===== src/rtl/deq_pkg.sv =====
// ----------------------------------------------------------------------------
// deq_pkg
// Shared types and codes for the double-ended queue: operation codes,
// status codes and controller states.
// ----------------------------------------------------------------------------
`default_nettype none

package deq_pkg;

  // operation carried by each item
  typedef enum logic [1:0] {
    FN_PUSH_FRONT = 2'd0,
    FN_PUSH_BACK  = 2'd1,
    FN_POP_FRONT  = 2'd2,
    FN_POP_BACK   = 2'd3
  } func_t;

  // result status codes
  localparam logic [1:0] ST_OK    = 2'd0;
  localparam logic [1:0] ST_EMPTY = 2'd1;
  localparam logic [1:0] ST_FULL  = 2'd2;

  // word width of the stored entries
  localparam int unsigned WORD_W = 32;

  // controller states, one-hot
  typedef enum logic [1:0] {
    S_IDLE  = 2'b01,
    S_FETCH = 2'b10
  } state_t;

endpackage

`default_nettype wire


===== src/rtl/deq_ram.sv =====
// ----------------------------------------------------------------------------
// deq_ram
// Generic single-clock RAM: one write port, one read port, registered read.
// ----------------------------------------------------------------------------
`default_nettype none

module deq_ram #(
  parameter int unsigned WIDTH = 32,
  parameter int unsigned DEPTH = 16
) (
  input  wire logic                     clk,
  input  wire logic                     we,
  input  wire logic [$clog2(DEPTH)-1:0] waddr,
  input  wire logic [WIDTH-1:0]         wdata,
  input  wire logic                     re,
  input  wire logic [$clog2(DEPTH)-1:0] raddr,
  output logic      [WIDTH-1:0]         rdata
);

  logic [WIDTH-1:0] mem [DEPTH];

  // write port
  always_ff @(posedge clk) begin
    if (we) begin
      mem[waddr] <= wdata;
    end
  end

  // registered read port
  always_ff @(posedge clk) begin
    if (re) begin
      rdata <= mem[raddr];
    end
  end

endmodule

`default_nettype wire


===== src/rtl/double_ended_queue.sv =====
// ----------------------------------------------------------------------------
// double_ended_queue
// Bounded deque of signed 32-bit words kept as a ring buffer in one RAM.
// Front and back words are cached in registers; a pop refetches the new
// end word from the RAM.
// ----------------------------------------------------------------------------
//
//  channel  | handshake              | payload
//  ---------+------------------------+--------------------------------------
//  command  | start, busy            | func, push_value
//  result   | done (one-cycle pulse) | popped_value, status, front_value,
//           |                        | back_value, entry_count
//
//  For a push, an error and a pop that empties the deque, the result
//  appears in the cycle after the item is taken and the next item
//  can be taken in that same cycle.
//  A pop that leaves words behind waits in the fetch state for the
//  registered read of the RAM; busy is high during the read cycle.
//  Reset clears pointer, count and controller; no clearing pass is needed.
//  The result is shown for exactly one cycle; the receiver cannot stall.
//
`default_nettype none

module double_ended_queue
  import deq_pkg::*;
#(
  parameter int unsigned DEPTH = 16
) (
  input  wire logic                              clk,
  input  wire logic                              rst,
  input  wire logic                              start,
  output logic                                   busy,
  input  wire logic [1:0]                        func,
  input  wire logic signed [WORD_W-1:0]          push_value,
  output logic                                   done,
  output logic signed [WORD_W-1:0]               popped_value,
  output logic [1:0]                             status,
  output logic signed [WORD_W-1:0]               front_value,
  output logic signed [WORD_W-1:0]               back_value,
  output logic [$clog2(DEPTH+1)-1:0]             entry_count
);

  localparam int unsigned AW = $clog2(DEPTH);
  localparam int unsigned CW = $clog2(DEPTH + 1);
  localparam logic [AW:0]   DEPTH_W  = (AW+1)'(DEPTH);
  localparam logic [AW-1:0] LAST_IDX = AW'(DEPTH - 1);
  localparam logic [CW-1:0] DEPTH_C  = CW'(DEPTH);
  localparam logic [CW-1:0] ONE_C    = CW'(1);
  localparam logic [CW-1:0] TWO_C    = CW'(2);

  // ring index addition, both operands below DEPTH
  function automatic logic [AW-1:0] wrap_add(input logic [AW-1:0] a,
                                             input logic [AW-1:0] b);
    logic [AW:0] s;
    s = {1'b0, a} + {1'b0, b};
    if (s >= DEPTH_W) begin
      s = s - DEPTH_W;
    end
    return s[AW-1:0];
  endfunction

  state_t            state, state_next;
  logic [AW-1:0]     head, head_next;
  logic [CW-1:0]     count, count_next;
  logic [WORD_W-1:0] front_word, front_word_next;
  logic [WORD_W-1:0] back_word, back_word_next;
  logic              pend_front, pend_front_next;
  logic              done_next;
  logic [WORD_W-1:0] out_popped_next, out_front_next, out_back_next;
  logic [1:0]        out_status_next;
  logic [CW-1:0]     out_count_next;

  logic              ram_we, ram_re;
  logic [AW-1:0]     ram_waddr, ram_raddr;
  logic [WORD_W-1:0] ram_wdata, ram_rdata;

  logic              accept, is_empty, is_full;
  logic [AW-1:0]     head_dec, head_inc, tail_idx, back_prev_idx;
  logic [CW-1:0]     count_m2;

  assign busy     = (state == S_FETCH);
  assign accept   = start && !busy;
  assign is_empty = (count == '0);
  assign is_full  = (count == DEPTH_C);
  assign count_m2 = count - TWO_C;

  // ring positions around the current head
  assign head_dec      = (head == '0) ? LAST_IDX : head - AW'(1);
  assign head_inc      = wrap_add(head, AW'(1));
  assign tail_idx      = wrap_add(head, count[AW-1:0]);
  assign back_prev_idx = wrap_add(head, count_m2[AW-1:0]);

  deq_ram #(
    .WIDTH (WORD_W),
    .DEPTH (DEPTH)
  ) u_ram (
    .clk   (clk),
    .we    (ram_we),
    .waddr (ram_waddr),
    .wdata (ram_wdata),
    .re    (ram_re),
    .raddr (ram_raddr),
    .rdata (ram_rdata)
  );

  // operation decode, pointer update and RAM access
  always_comb begin
    state_next      = state;
    head_next       = head;
    count_next      = count;
    front_word_next = front_word;
    back_word_next  = back_word;
    pend_front_next = pend_front;
    done_next       = 1'b0;
    out_popped_next = popped_value;
    out_status_next = status;
    out_front_next  = front_value;
    out_back_next   = back_value;
    out_count_next  = entry_count;
    ram_we          = 1'b0;
    ram_waddr       = head_dec;
    ram_wdata       = push_value;
    ram_re          = 1'b0;
    ram_raddr       = head_inc;

    if (state == S_FETCH) begin
      // refetched end word arrives from the RAM
      if (pend_front) begin
        front_word_next = ram_rdata;
      end else begin
        back_word_next = ram_rdata;
      end
      done_next  = 1'b1;
      state_next = S_IDLE;
    end else if (accept) begin
      out_popped_next = '0;
      out_status_next = ST_OK;
      done_next       = 1'b1;
      case (func_t'(func))
        FN_PUSH_FRONT: begin
          if (is_full) begin
            out_status_next = ST_FULL;
          end else begin
            ram_we          = 1'b1;
            ram_waddr       = head_dec;
            head_next       = head_dec;
            count_next      = count + ONE_C;
            front_word_next = push_value;
            if (is_empty) begin
              back_word_next = push_value;
            end
          end
        end
        FN_PUSH_BACK: begin
          if (is_full) begin
            out_status_next = ST_FULL;
          end else begin
            ram_we         = 1'b1;
            ram_waddr      = tail_idx;
            count_next     = count + ONE_C;
            back_word_next = push_value;
            if (is_empty) begin
              front_word_next = push_value;
            end
          end
        end
        FN_POP_FRONT: begin
          if (is_empty) begin
            out_status_next = ST_EMPTY;
          end else begin
            out_popped_next = front_word;
            head_next       = head_inc;
            count_next      = count - ONE_C;
            if (count != ONE_C) begin
              ram_re          = 1'b1;
              ram_raddr       = head_inc;
              pend_front_next = 1'b1;
              done_next       = 1'b0;
              state_next      = S_FETCH;
            end
          end
        end
        default: begin
          if (is_empty) begin
            out_status_next = ST_EMPTY;
          end else begin
            out_popped_next = back_word;
            count_next      = count - ONE_C;
            if (count != ONE_C) begin
              ram_re          = 1'b1;
              ram_raddr       = back_prev_idx;
              pend_front_next = 1'b0;
              done_next       = 1'b0;
              state_next      = S_FETCH;
            end
          end
        end
      endcase
    end

    // end words and count of the result
    if (done_next) begin
      out_front_next = (count_next == '0) ? '1 : front_word_next;
      out_back_next  = (count_next == '0) ? '1 : back_word_next;
      out_count_next = count_next;
    end
  end

  // control registers
  always_ff @(posedge clk) begin
    if (rst) begin
      state <= S_IDLE;
      head  <= '0;
      count <= '0;
      done  <= 1'b0;
    end else begin
      state <= state_next;
      head  <= head_next;
      count <= count_next;
      done  <= done_next;
    end
  end

  // cached end words and result registers
  always_ff @(posedge clk) begin
    front_word   <= front_word_next;
    back_word    <= back_word_next;
    pend_front   <= pend_front_next;
    popped_value <= out_popped_next;
    status       <= out_status_next;
    front_value  <= out_front_next;
    back_value   <= out_back_next;
    entry_count  <= out_count_next;
  end

`ifndef SYNTHESIS
  // a fetch cycle only follows an accepted item
  assert property (@(posedge clk) disable iff (rst)
    busy |-> ($past(start) && !$past(busy)))
    else $error("fetch cycle without an accepted pop");

  // every result comes from an accepted item or a fetch
  assert property (@(posedge clk) disable iff (rst)
    done |-> (($past(start) && !$past(busy)) || $past(busy)))
    else $error("result without a source item");

  // a push into a deque with room grows the count by one
  assert property (@(posedge clk) disable iff (rst)
    (accept && !is_full &&
     (func == FN_PUSH_FRONT || func == FN_PUSH_BACK))
    |=> (count == $past(count) + ONE_C))
    else $error("push did not grow the count");
`endif

endmodule

`default_nettype wire


===== config.mk =====
export PLATFORM = sky130hd
export DESIGN_NAME = double_ended_queue
export DESIGN_NICKNAME = d
export VERILOG_FILES = /design/src/rtl/deq_pkg.sv /design/src/rtl/deq_ram.sv /design/src/rtl/double_ended_queue.sv
export SDC_FILE = /design/constraint.sdc
export NUM_CORES = 1
export LEC_CHECK = 0
export CAP_MARGIN = 20
export CELL_PAD_IN_SITES_DETAIL_PLACEMENT = 0
export CELL_PAD_IN_SITES_GLOBAL_PLACEMENT = 1
export CORE_MARGIN = 5
export CORE_UTILIZATION = 40
export CTS_CLUSTER_DIAMETER = 120
export CTS_CLUSTER_SIZE = 28
export DETAILED_ROUTE_END_ITERATION = 8
export DONT_BUFFER_PORTS = 1
export GPL_ROUTABILITY_DRIVEN = 0
export PLACE_DENSITY_LB_ADDON = 0.25
export SYNTH_ARGS = -nofsm -noshare
export SYNTH_HDL_FRONTEND = slang
export SYNTH_SLANG_ARGS = --single-unit

===== constraint.sdc =====
create_clock -name clk -period 4.26 [get_ports clk]
set_input_delay 0.213 -clock clk [delete_from_list [all_inputs] [get_ports clk]]
set_output_delay 0.213 -clock clk [all_outputs]
set_load 0.005 [all_outputs]

Word-level counts from Yosys, hierarchy flattened

Memory sizes are Yosys's and may differ from the RTL's. A register that Yosys moved wholly into a read port is not among the register bits.
Cells that the tools add are included.

Add/sub/neg operators: 10
Magnitude comparators: 3
Eq/ne operators: 7
Multiplexer cells: 62
Bitwise gates (word level): 3
Reductions and logical operators: 14

Operators with widths:

| cell                | number |
|---|---|
| $mux 32             | 14 |
| $pmux 32 s2         | 3 |
| $mux 4              | 15 |
| $mux 5              | 5 |
| $mux 1              | 21 |
| $sub 4x1->4 const B | 4 |
| $ge 5x5->1 const B  | 3 |
| $add 4x4->5         | 2 |
| $logic_not 5->1     | 2 |
| $reduce_and 5->1    | 2 |
| $pmux 4 s2          | 1 |
| $add 4x1->5 const B | 1 |
| $add 5x1->5 const B | 1 |
| $eq 5x5->1 const B  | 1 |
| $ne 5x1->1 const B  | 1 |
| $sub 5x1->5 const B | 1 |
| $eq 2x2->1 const B  | 2 |
| $logic_not 4->1     | 1 |
| $mux 2              | 2 |
| $ne 2x2->1 const B  | 2 |
| $reduce_and 4->1    | 1 |
| $reduce_or 2->1     | 2 |
| $sub 4x2->4 const B | 1 |
| $not 1->1           | 3 |
| other kinds (8)     | 8 |

Register bits: 180
RAM bits: 512
Memories: 1

Memories:

| memory    | depth | width | read ports | clocked after memory_dff | wr ports | line          | text |
|---|---|---|---|---|---|---|---|
| u_ram.mem | 16    | 32    | 1          | 1                        | 1        | deq_ram.sv:20 | `logic [WIDTH-1:0] mem [DEPTH];` |

Longest topological paths before layout

Gate-level depths: netlist of the first run.

Depth in word-level cells: 9
Mapped depth: 12
Mapped depth without buffers: 10

By module

A second synthesis of the first run with hierarchy kept.

Cell total of the unflattened synthesis: 1521
Area total of the unflattened synthesis: 28489.8 um^2

Modules (own cells, without submodules):

| module             | times used | cells an instance | area each (um^2) | sequential area each (um^2) |
|---|---|---|---|---|
| deq_ram            | 1          | 838               | 20155.6          | 16335.7 |
| double_ended_queue | 1          | 683               | 8334.2           | 4644.5 |

Worst setup path after synthesis of the first run

OpenSTA, ideal clock, no wires.

Path kind: reg2reg
From: reg count[0]
To: mem u_ram.mem[1][0], enable pin
Arrival time: 3.568 ns
Data required time: 3.839 ns
Slack: 0.271 ns
Stages on the path, launching flop included: 10
Buffers on the path: 3
Cell sequence: dfxtp_1 -> ha_1 -> inv_1 -> fa_1 -> clkbuf_1 -> clkbuf_1 -> clkbuf_1 -> mux2_2 -> nand2_1 -> nor2_1

Cells in the longest elaborated chain, start to end: 7

RTL lines:

| item                                      | line                                                 | text |
|---|---|---|
| start: declaration                        | double_ended_queue.sv:64                             | `logic [CW-1:0] count, count_next;` |
| start signal: assignment                  | double_ended_queue.sv:219                            | `count <= count_next;` |
| $add 4x4->5 or $eq 5x5->1 (tied branches) | double_ended_queue.sv:55, double_ended_queue.sv:84   |  |
| $sub 4x1->4 (tied with other cells)       | double_ended_queue.sv:57                             | `s = s - DEPTH_W;` |
| $mux 4 or $mux 1 (tied branches)          | --                                                   |  |
| $mux 4 or $mux 1 (tied branches)          | double_ended_queue.sv:155, double_ended_queue.sv:135 |  |
| $mux 4 or $mux 1 (tied branches)          | --                                                   |  |
| $mux 4 or $mux 1 (tied branches)          | double_ended_queue.sv:135, deq_ram.sv:24             |  |
| $mux 4 or $mux 1 (tied branches)          | double_ended_queue.sv:126, deq_ram.sv:25             |  |
| end: declaration                          | deq_ram.sv:20                                        |  |

Several ways; a longest one is shown, not always the timed one.

Worst setup path after layout of the first run

From: reg count[1]
To: reg u_ram.rdata[31] (read register of u_ram.mem) (data pin)

Cells in the longest elaborated chain, start to end: 9

RTL lines:

| item                                      | line                                               | text |
|---|---|---|
| $sub 4x2->4                               | double_ended_queue.sv:85                           | `assign count_m2 = count - TWO_C;` |
| $add 4x4->5                               | double_ended_queue.sv:55                           | `s = {1'b0, a} + {1'b0, b};` |
| $sub 4x1->4 or $ge 5x5->1 (tied branches) | double_ended_queue.sv:57, double_ended_queue.sv:56 |  |
| $mux 4                                    | double_ended_queue.sv:56                           | `if (s >= DEPTH_W) begin` |
| $mux 4                                    | double_ended_queue.sv:189                          | `if (count != ONE_C) begin` |
| $mux 4                                    | double_ended_queue.sv:184                          | `if (is_empty) begin` |
| $mux 4                                    | --                                                 |  |
| $mux 4                                    | double_ended_queue.sv:135                          | `end else if (accept) begin` |
| $mux 4                                    | double_ended_queue.sv:126                          | `if (state == S_FETCH) begin` |
| end: declaration                          | deq_ram.sv:17                                      | `output logic [WIDTH-1:0] rdata` |

Several ways; a longest one is shown, not always the timed one.
A chain may end at the register's enable or synchronous reset.

==> results.md, run 1 <==
* Status: complete, no violations
* Root Buffer: clkbuf_16
* Critical path endpoint category: flop
* Final setup viols at 0
* FF-to-FF Start: count[1]
* Htree depth at 1
* NetSw at slightly below 6000 uW
* Fillers at ~7500
* Logic gate share of total power at 0.286
* Setup TNS at 0 ns
* End of the worst hold path: back_word[14]
* Crit Path Max Fanout at 20
* Largest net degree at the start of global routing at about 200
* Clock tree sinks at between 700 and 800
* Synth Register Bits at 724
* Area Growth Syn to Fin at 8.74%
* First-pass GRT wire length at 149 mm
* Vias in the first global route at roughly 23000
* First-pass iteration count of the detailed router at 6
* WP data arrival at 4.31 ns
* Final hold vios at 0
* Seq pwr share at 0.514
* FF-to-FF path depth at 10
* Post-synth EDFFs at 648
* RSZ-0062 raised after global routing: false
* Clock buffer depth at 3
* Final WL at about 100 mm
* Final HPWL DP at 60.9 mm
* Hold depth at 4
* Worst setup SP type: flop
* Fin nets at ~2700
* Power Density at between 400 and 500 nW/um^2
* Internal power at 11600 uW
* Synthesized instance count at roughly 2700
* Min-delay src: push_value[14]
* Initial antenna violation count at 5
* DRC at 0
* Global Route Usage Sum at 0.219
* Average cell area after synthesis at 12.2 sq um
* WP data required at 4.74 ns
* R2R setup slack at 0.44 ns
* Final worst-path cycle share at 0.898
* Hold slack final at 0.0332 ns
* Grt ovf at 0
* Routed len/inst at 27.3 um
* I/O pin count at 142
* CTS tree: yes
* Pins over their slew limit at 0
* First-iteration detailed-routing DRC count at 2391
* DR vias at approximately 23000
* Initial Util at 0.403
* Max-cap violations at 0
* Syn Nets at 2755
* Reg2reg end: u_ram.rdata[31]
* I/O Buffers at 0
* Synth cell types at 59
* Synth async-reset ratio at 0
* Final min period at 3.82 ns
* Slowest Stage Delay on Critical Path at 0.70 ns
* Die ar. at ~90000 sq um
* Max Clock Skew at ~0.032 ns
* Slew margin rel. at 0.220
* Post-synthesis instance area at 33100 sq um
* Core Region at 82000 sq um
* Clk slew on worst S/H paths at 0.12 ns
* F_max at 261 MHz
* Worst-Skew Late Latency at 0.64 ns
* DRT antenna net count at 0
* WS Path Type: reg -> reg
* Number of buffers and inverters on the critical path at 2
* Main flop type after synthesis: edfxtp_1
* Die H at 298 um
* Part of the Yosys area used for sequential elements at 0.634
* Static Leakage at 0.0118 uW
* Worst path cell trace: inv_1 > ha_1 > nor2_1 > o41ai_4 > o21ai_0 > nand2_2 > buf_4 > nand2_1 > a221oi_1 > a22o_1
* Clock share of power at 0.200
* Maximum vdd ir drop at 0.000331 V
* CP delay by family, top: compound AO/OA/AOI/OAI gates
* Switching Share at 0.333
* Hold Crit Class: in -> reg
* Slowest CP cell: o41ai_4
* Slew @ Worst Pin at 1.17 ns
* Vias/cell at around 6.2
* Post-CTS Setup Inserts at 0
* Die Wd at 298 um
* Syn. warnings at 0
* Layout cells sized above 1 at 0.0672
* TritonCTS Buffers at 29
* FP Rows at 105
[layout make-up]
| type | count | area (sq um) | share of cell area |
|---|---|---|---|
| inverter | 17 | 66.3 | 0.00184 |
| sequential | 724 | 21000 | 0.584 |
| clock buffer | 53 | 837 | 0.0233 |
| timing repair buffer | 134 | 1430 | 0.0397 |
| antenna | 4 | 10.0 | 0.000278 |
| tap | 1070 | 1340 | 0.0372 |
| multi-input combinational | 1719 | 11300 | 0.314 |
[registers in the layout (all words and copies together) (netlist names)]
signal,count
popped_value,32
entry_count,5
status,2
back_value,32
count,5
front_value,32
head,4
pend_front,1
done,1
back_word,32
u_ram.rdata,32
state,2
u_ram.mem,512
front_word,32
[stage by stage]
stage / setup slack, ns / utilization / total power [uW] / cells / instance area (sq um)
after floorplan: 0.271 / - / 12200 / 2702 / 33100
after global placement: 0.529 / 0.424 / 13800 / 3627 / 34700
after detailed placement: 0.511 / 0.424 / 13900 / 3627 / 34700
after CTS: 0.441 / 0.439 / 17500 / 3717 / 36000
after global routing: 0.154 / 0.439 / 18300 / 3720 / 36000
final: 0.436 / 0.439 / 17400 / 3721 / 36000
[synth_stat cells, drive strengths merged (2+ instances only)]
cell type / count / area share
a22oi: 65 / 0.015
o21ai: 43 / 0.0065
clkbuf: 184 / 0.021
a221oi: 95 / 0.025
ha: 14 / 0.0053
a32o: 2 / 0.00061
mux2i: 222 / 0.067
dfxtp: 76 / 0.046
a31o: 2 / 0.00053
mux2: 4 / 0.0014
inv: 17 / 0.0019
nor2b: 47 / 0.0089
a211oi: 80 / 0.018
a22o: 46 / 0.012
buf: 58 / 0.0092
a21boi: 31 / 0.0070
nand2b: 47 / 0.0089
a32oi: 31 / 0.0082
a21o: 2 / 0.00045
a2111oi: 3 / 0.00079
xor2: 5 / 0.0013
edfxtp: 648 / 0.59
o22ai: 64 / 0.012
nand2: 305 / 0.035
fa: 2 / 0.0012
and2: 2 / 0.00038
and3: 2 / 0.00038
o221ai: 33 / 0.0087
or3: 3 / 0.00057
a31oi: 17 / 0.0032
o31ai: 4 / 0.0011
a21oi: 376 / 0.057
nor2: 79 / 0.0092
nor3: 6 / 0.00091
nand3: 62 / 0.0094
xnor2: 9 / 0.0024
[logic make-up (layout without fill, tap and decap cells)]
| family | after synthesis | in the layout | synth area share |
|---|---|---|---|
| compound gates | 904 | 904 | 0.180 |
| mux | 226 | 226 | 0.0686 |
| xor+xnor | 14 | 14 | 0.00371 |
| buf+inv | 259 | 204 | 0.0320 |
| flops | 724 | 724 | 0.634 |
| fa+ha+maj | 16 | 16 | 0.00651 |
| simple gates | 559 | 559 | 0.0751 |
| other cells | 0 | 4 | 0 |
[cells in the final DEF, fill, tap and decap left out, types with 36 or more instances in the layout]
cell           netlist  final
edfxtp_1           648    648
a21oi_1            376    376
nand2_1            305    303
mux2i_1            222    221
a221oi_1            95     95
a211oi_1            80     79
dfxtp_1             76     75
buf_4                1     72
a22oi_1             65     65
o22ai_1             64     64
nand3_1             62     62
nor2_1              78     58
nand2b_1            47     47
nor2b_1             47     47
a22o_1              46     46
o21ai_0             43     43
dlygate4sd3_1        0     36
[metal layers]
layer	global-route usage	share of wire	vias to the layer above	wire, um
met1	0.301	0.43	11760	43500
met3	0.0264	0.057	162	5820
met4	0.0753	0.040	2	4030
met5	0	0.00013	-	13
met2	0.361	0.47	885	48100
li1	-	-	10288	-
[how the worst max path moves through the flow]
stage	endpoint	cells past startpoint	start	slack, ns
2_1_floorplan	u_ram.mem[1][0]	9	count[0]	0.27
3_3_place_gp	u_ram.rdata[1]	10	count[1]	0.53
3_5_place_dp	u_ram.rdata[31]	10	count[1]	0.51
4_1_cts	u_ram.rdata[31]	10	count[1]	0.44
5_1_grt	u_ram.rdata[31]	10	count[1]	0.15
6_report	u_ram.rdata[31]	10	count[1]	0.44
[power by group through the flow]
stage | logic, uW | clock network [uW] | registers [uW]
finish | 4990 | 3480 | 8950
global route | 5430 | 3810 | 9010
CTS | 4980 | 3580 | 8960
detailed placement | 4810 | 0 | 9120
global placement | 4720 | 0 | 9110
floorplan | 3290 | 0 | 8940
[worst min-delay path: stages]
cell and delay, ns:
o21ai_0 0.14, a21oi_1 0.07, nor2_1 0.07, o21ai_0 0.12
[timing repair]
action / 4_1_cts / 5_1_grt
endpoints found under the hold margin: 674 / 0
hold buffers: 37 / 0
resized for setup: 0 / 0
Power figures use the tool's default switching activity.
==> run 2: changes to the inputs <==
CORE_ASPECT_RATIO = 0.6   (was unset)
==> run 2 against run 1 <==
Non-clock buffer count up 8. Sequential power about the same. Utilization grew 0.17 points. Sequential share of layout area barely moved. Total power grew 0.61%. Worst hold slack got worse by 0.0080 ns. Combinational power grew 2%. Global-route usage grew 0.30 points. Clock-buffer cell count is the same. Critical endpoint is now u_ram.rdata[9].
==> results.md, run 2 (synthesis results as in run 1) <==
* Status: complete, no violations (unchanged)
* Die Wd at 381 um (was 298 um)
* Crit Path Max Fanout at 18 (was 20)
* Routed len/inst at 27.5 um (was 27.3 um)
* Vias in the first global route at 22273 (was 22550)
* Reg2reg end: u_ram.rdata[9] (was u_ram.rdata[31])
* Die ar. at 88700 sq um (was 88500 sq um)
* FP Rows at 81 (was 105)
* Worst path cell trace: inv_1 > ha_1 > nor2_1 > o41ai_4 > nor2_4 > o31ai_4 > buf_4 > a32oi_1 > a22o_1 (was inv_1 > ha_1 > nor2_1 > o41ai_4 > o21ai_0 > nand2_2 > buf_4 > nand2_1 > a221oi_1 > a22o_1)
* Max Clock Skew at 0.0202 ns (was 0.0316 ns)
* Most frequent cells in the layout: 648 x edfxtp_1, 376 x a21oi_1, 303 x nand2_1 (unchanged)
* F_max at 254 MHz (was 261 MHz)
* Final worst-path cycle share at 0.924 (was 0.898)
* DRC at 0 (unchanged)
* Slowest CP cell: o31ai_4 (was o41ai_4)
* First-pass GRT wire length at 149 mm (about the same)
* Slew margin rel. at 0.241 (was 0.220)
* Worst setup SP type: flop (unchanged)
* CP startpoint: count[1] (unchanged)
* TritonCTS Buffers at 29 (unchanged)
* Number of flip-flops in the largest register at 512 (unchanged)
* Setup TNS at 0 ns (unchanged)
* Worst-Skew Late Latency at 0.64 ns (about the same)
* Maximum vdd ir drop at 0.000249 V (was 0.000331 V)
* Final HPWL DP at 63.4 mm (was 60.9 mm)
* WP data required at 4.66 ns (was 4.74 ns)
* Htree depth at 1 (unchanged)
* Final WL at 103 mm (was 101 mm)
* Crit path depth at 9 (was 10)
* Max-cap violations at 0 (unchanged)
* Initial Util at 0.405 (was 0.403)
* Hold_buf cts at 38 (was 37)
* Core Region at 81700 sq um (was 82000 sq um)
* Final hold vios at 0 (unchanged)
* Setup crit end: u_ram.rdata[9] (was u_ram.rdata[31])
* Fin util at 0.440 (was 0.439)
* Fillers at 7379 (was 7526)
* CTS tree: yes (unchanged)
* Most common cell after layout, fill and taps aside: edfxtp_1 (unchanged)
* Clk slew on worst S/H paths at 0.11 ns (was 0.12 ns)
* Largest net degree at the start of global routing at 129 (was 201)
* Die H at 233 um (was 298 um)
* Slew @ Worst Pin at 1.14 ns (was 1.17 ns)
* Area Growth Syn to Fin at 8.77% (was 8.74%)
* Root Buffer: clkbuf_16 (unchanged)
* Final setup viols at 0 (unchanged)
* First-pass iteration count of the detailed router at 6 (unchanged)
* DR vias at 23495 (was 23097)
* Critical path endpoint category: flop (unchanged)
* I/O Buffers at 0 (unchanged)
* R2R setup slack at 0.33 ns (was 0.44 ns)
* Initial antenna violation count at 2 (was 5)
* RSZ-0062 raised after global routing: false (unchanged)
* Global Route Usage Sum at 0.222 (was 0.219)
* Clock buffer depth at 3 (unchanged)
* Post-CTS Setup Inserts at 0 (unchanged)
* Pins over their slew limit at 0 (unchanged)
* Vias/cell at 6.29 (was 6.21)
* Grt ovf at 0 (unchanged)
* Clock tree sinks at 724 (unchanged)
* DRT antenna net count at 0 (unchanged)
* Layout cells sized above 1 at 0.0693 (was 0.0672)
* I/O pin count at 142 (unchanged)
* Reg area at 21000 sq um (unchanged)
* WS Path Type: reg -> reg (unchanged)
* Fin nets at 2686 (was 2678)
* Final min period at 3.93 ns (was 3.82 ns)
* First-iteration detailed-routing DRC count at 3309 (was 2391)
* FF-to-FF path depth at 9 (was 10)
* CP delay by family, top: compound AO/OA/AOI/OAI gates (unchanged)
* Resize count post-CTS at 0 (unchanged)
* Static Leakage at 0.0118 uW (about the same)
* WP data arrival at 4.34 ns (was 4.31 ns)
* Number of buffers and inverters on the critical path at 2 (unchanged)
* Hold Crit Class: in -> reg (unchanged)
* Slowest Stage Delay on Critical Path at 0.95 ns (was 0.70 ns)
* Power Density at 487 nW/um^2 (was 485 nW/um^2)
* FF-to-FF Start: count[1] (unchanged)
* Top reg by flops: u_ram.mem (unchanged)
* Multi-input logic area at 11300 sq um (about the same)
## run 2: changes by cell type in the layout (fill, tap and decap cells not counted)
cell / delta
buf_4: +11
buf_12: -4
diode_2: -3
dlygate4sd3_1: +1
nor4bb_2: -1
nor4bb_1: +1
## run 2: worst min path at each step
| stage | start | end | slack (ns) | depth (start not counted) |
|---|---|---|---|---|
| floorplan | rst | count[2] | 0.28 | 1 |
| global placement | rst | head[0] | 0.28 | 1 |
| detailed placement | rst | head[0] | 0.28 | 1 |
| CTS | func[1] | entry_count[3] | 0.01 | 2 |
| global route | func[1] | entry_count[3] | 0.04 | 2 |
| finish | start | back_word[14] | 0.03 | 4 |
## run 2: layout make-up
class,count,area share
antenna,1,0.0000696
clock buffer,53,0.0233
inverter,17,0.00184
multi-input combinational,1719,0.314
sequential,724,0.583
tap,1079,0.0375
timing repair buffer,142,0.0401
## run 2: power breakdown
group	leakage (uW)	internal (uW)	total [uW]	switching, uW
Combinational	0.00486	1740	5070	3330
Sequential	0.00657	8540	8940	397
Clock	0.000397	1350	3520	2170
## run 2: worst reg2reg max path, cell delays in order (launching register included)
cell     delay, ns
dfxtp_1       0.41
inv_1         0.28
ha_1          0.33
nor2_1        0.12
o41ai_4       0.69
nor2_4        0.10
o31ai_4       0.95
buf_4         0.42
a32oi_1       0.17
a22o_1        0.24
## run 2: per-stage QoR
step                power, uW  instances  instance area [sq um]  hold slack (ns)  setup slack [ns]
detailed placement      14000       3642                  34700            0.280             0.425
finish                  17500       3735                  36000           0.0251             0.326
global route            18300       3734                  36000           0.0358             0.172
floorplan               12200       2702                  33100            0.285             0.271
CTS                     17500       3733                  36000           0.0117             0.393
global placement        13800       3642                  34700            0.282             0.560
## run 2: metal layers
| metal | vias to the layer above | share of wire | track usage |
|---|---|---|---|
| li1 | 10308 | - | - |
| met1 | 11921 | 0.45 | 0.334 |
| met2 | 1117 | 0.43 | 0.324 |
| met3 | 147 | 0.093 | 0.0493 |
| met4 | 2 | 0.025 | 0.0539 |
| met5 | - | 0.00017 | 0 |
==> run 3: changes to the inputs <==
GPL_TIMING_DRIVEN = 0   (was unset)
==> run 3 against run 2 <==
The run now ends with setup timing left. First-iteration DRC count grew 37%. Global-route usage up 5.0 points. Die area is the same. Register-to-register slack worse by 0.40 ns. Combinational power increased by 18%. Sequential share of layout area fell by 1.1 points. Utilization is 0.85 points higher. Critical path depth is 1 higher. Fmax decreased by 9.3%. Critical path type unchanged.
==> results.md, run 3 (synthesis results as in run 1) <==
* Clock buffer depth at 3 (unchanged)
* Die H at 233 um (unchanged)
* Final setup viols at 2 (was 0)
* WS Path Type: reg -> reg (unchanged)
* First-pass GRT wire length at 175 mm (was 149 mm)
* F_max at 231 MHz (was 254 MHz)
* Final hold vios at 0 (unchanged)
* Vias/cell at 6.65 (was 6.29)
* Clk slew on worst S/H paths at 0.11 ns (about the same)
* Max-cap violations at 0 (unchanged)
* Max Clock Skew at 0.0373 ns (was 0.0202 ns)
* Root Buffer: clkbuf_16 (unchanged)
* First-pass iteration count of the detailed router at 6 (unchanged)
* Most frequent cells in the layout: 648 x edfxtp_1, 376 x a21oi_1, 303 x nand2_1 (unchanged)
* Final cell area excluding filler cells at 36700 sq um (was 36000 sq um)
* Slew margin rel. at 0.120 (was 0.241)
* Placement Cell Area at 35000 sq um (was 34700 sq um)
* Vias in the first global route at 23619 (was 22273)
* Die Wd at 381 um (unchanged)
* Layout cells sized above 1 at 0.0714 (was 0.0693)
* Final HPWL DP at 89.7 mm (was 63.4 mm)
* Pins over their slew limit at 0 (unchanged)
* Crit Path Max Fanout at 10 (was 18)
* Initial antenna violation count at 7 (was 2)
* Most common cell after layout, fill and taps aside: edfxtp_1 (unchanged)
* Slew @ Worst Pin at 1.32 ns (was 1.14 ns)
* Maximum vdd ir drop at 0.000345 V (was 0.000249 V)
* CTS tree: yes (unchanged)
* Final WL at 127 mm (was 103 mm)
* Critical path endpoint category: flop (unchanged)
* Fillers at 7341 (was 7379)
* WP data arrival at 4.80 ns (was 4.34 ns)
* FP Rows at 81 (unchanged)
* Worst-Skew Late Latency at 0.68 ns (was 0.64 ns)
* Final worst-path cycle share at 1.02 (was 0.924)
* Area Growth Syn to Fin at 10.9% (was 8.77%)
* Final min period at 4.34 ns (was 3.93 ns)
* Top reg by flops: u_ram.mem (unchanged)
* Die ar. at 88700 sq um (unchanged)
* Power Density at 503 nW/um^2 (was 487 nW/um^2)
* Global Route Usage Sum at 0.271 (was 0.222)
* Fin nets at 2861 (was 2686)
* I/O Buffers at 0 (unchanged)
* Routed len/inst at 32.3 um (was 27.5 um)
* Setup WS post-layout at -0.0766 ns (was 0.326 ns)
* Initial Util at 0.405 (unchanged)
* Worst setup SP type: flop (unchanged)
* Failing checks: setup timing
* WP data required at 4.72 ns (was 4.66 ns)
* DRC at 0 (unchanged)
* Largest net degree at the start of global routing at 70 (was 129)
* Multi-input logic area at 11300 sq um (about the same)
* DR vias at 26026 (was 23495)
* Clock tree sinks at 724 (unchanged)
* Static Leakage at 0.0121 uW (was 0.0118 uW)
* RSZ-0062 raised after global routing: true (was false)
* Grt ovf at 0 (unchanged)
* TritonCTS Buffers at 29 (unchanged)
* Hold slack final at 0.0554 ns (was 0.0251 ns)
* I/O pin count at 142 (unchanged)
* Number of flip-flops in the largest register at 512 (unchanged)
* Htree depth at 1 (unchanged)
* Core Region at 81700 sq um (unchanged)
* Status: complete, but fails checks (was complete, no violations)
* Reg area at 21000 sq um (about the same)
* First-iteration detailed-routing DRC count at 4533 (was 3309)
* Hold Crit Class: in -> reg (unchanged)
* DRT antenna net count at 0 (unchanged)
* Dpl ws at -0.830 ns (was 0.425 ns)
[run 3: cell count changes in the layout (fill, tap and decap cells not counted), sizes merged]
cell / previous run / this run
diode: 1 / 4
inv: 17 / 18
clkdlybuf4s15: 0 / 2
dlygate4sd3: 37 / 36
clkbuf: 53 / 237
buf: 105 / 94
[run 3: what timing repair did]
| item | CTS | global route |
|---|---|---|
| setup buffers | 16 | 0 |
| endpoints found under the setup margin | 544 | 94 |
| gates resized for setup | 29 | 53 |
| hold endpoints to repair | 636 | 0 |
| pin swaps | 10 | 1 |
| hold buffers | 38 | 0 |
[run 3: path summary, 6_finish.rpt]
kind                       from               to  slack, ns  cells after the start
hold reg to reg   back_word[18]    back_word[18]       0.47                      2
hold / removal          func[1]         count[4]       0.06                      4
setup / recovery       count[1]  u_ram.rdata[14]      -0.08                     10
setup reg to reg       count[1]  u_ram.rdata[14]      -0.08                     10
[run 3: report_power, final]
group / leakage (uW) / switching, uW / total (uW) / internal [uW]
combinational: 0.00512 / 4180 / 5960 / 1770
clock: 0.000400 / 2230 / 3580 / 1350
sequential: 0.00656 / 365 / 8910 / 8540
total: 0.0121 / 6780 / 18400 / 11700
[run 3: metal layers]
metal	GRT usage	vias up	part of all wire
li1	-	10657	-
met1	0.424	13097	0.44
met2	0.343	2064	0.37
met3	0.113	206	0.16
met4	0.0562	2	0.022
met5	0	-	0.00081
[run 3: through the flow]
step,total power (uW),TNS [ns],util,std cells
floorplan,12200,0,-,2702
finish,18400,-0.0876,0.449,3913
global route,19000,-0.811,0.449,3911
CTS,18100,-0.0306,0.447,3907
detailed placement,14500,-237.70,0.429,3802
global placement,14300,-1285.05,0.421,3781
[run 3: area by class of cell]
type | instances | area share
antenna | 4 | 0.000273
buffer | 240 | 0.0288
sequential | 724 | 0.572
multi-input combinational | 1719 | 0.308
tap | 1079 | 0.0368
clock buffer | 52 | 0.0227
timing repair buffer | 77 | 0.0296
inverter | 17 | 0.00174
clock inverter | 1 | 0.000239
[run 3: critical path, stage by stage (launching register included)]
cell	delay, ns
dfxtp_1	0.51
inv_1	0.24
fa_2	0.70
inv_1	0.15
clkbuf_1	0.55
clkbuf_1	0.90
a21oi_1	0.07
nand2_1	0.11
a21oi_1	0.15
o22ai_1	0.39
a22o_1	0.36
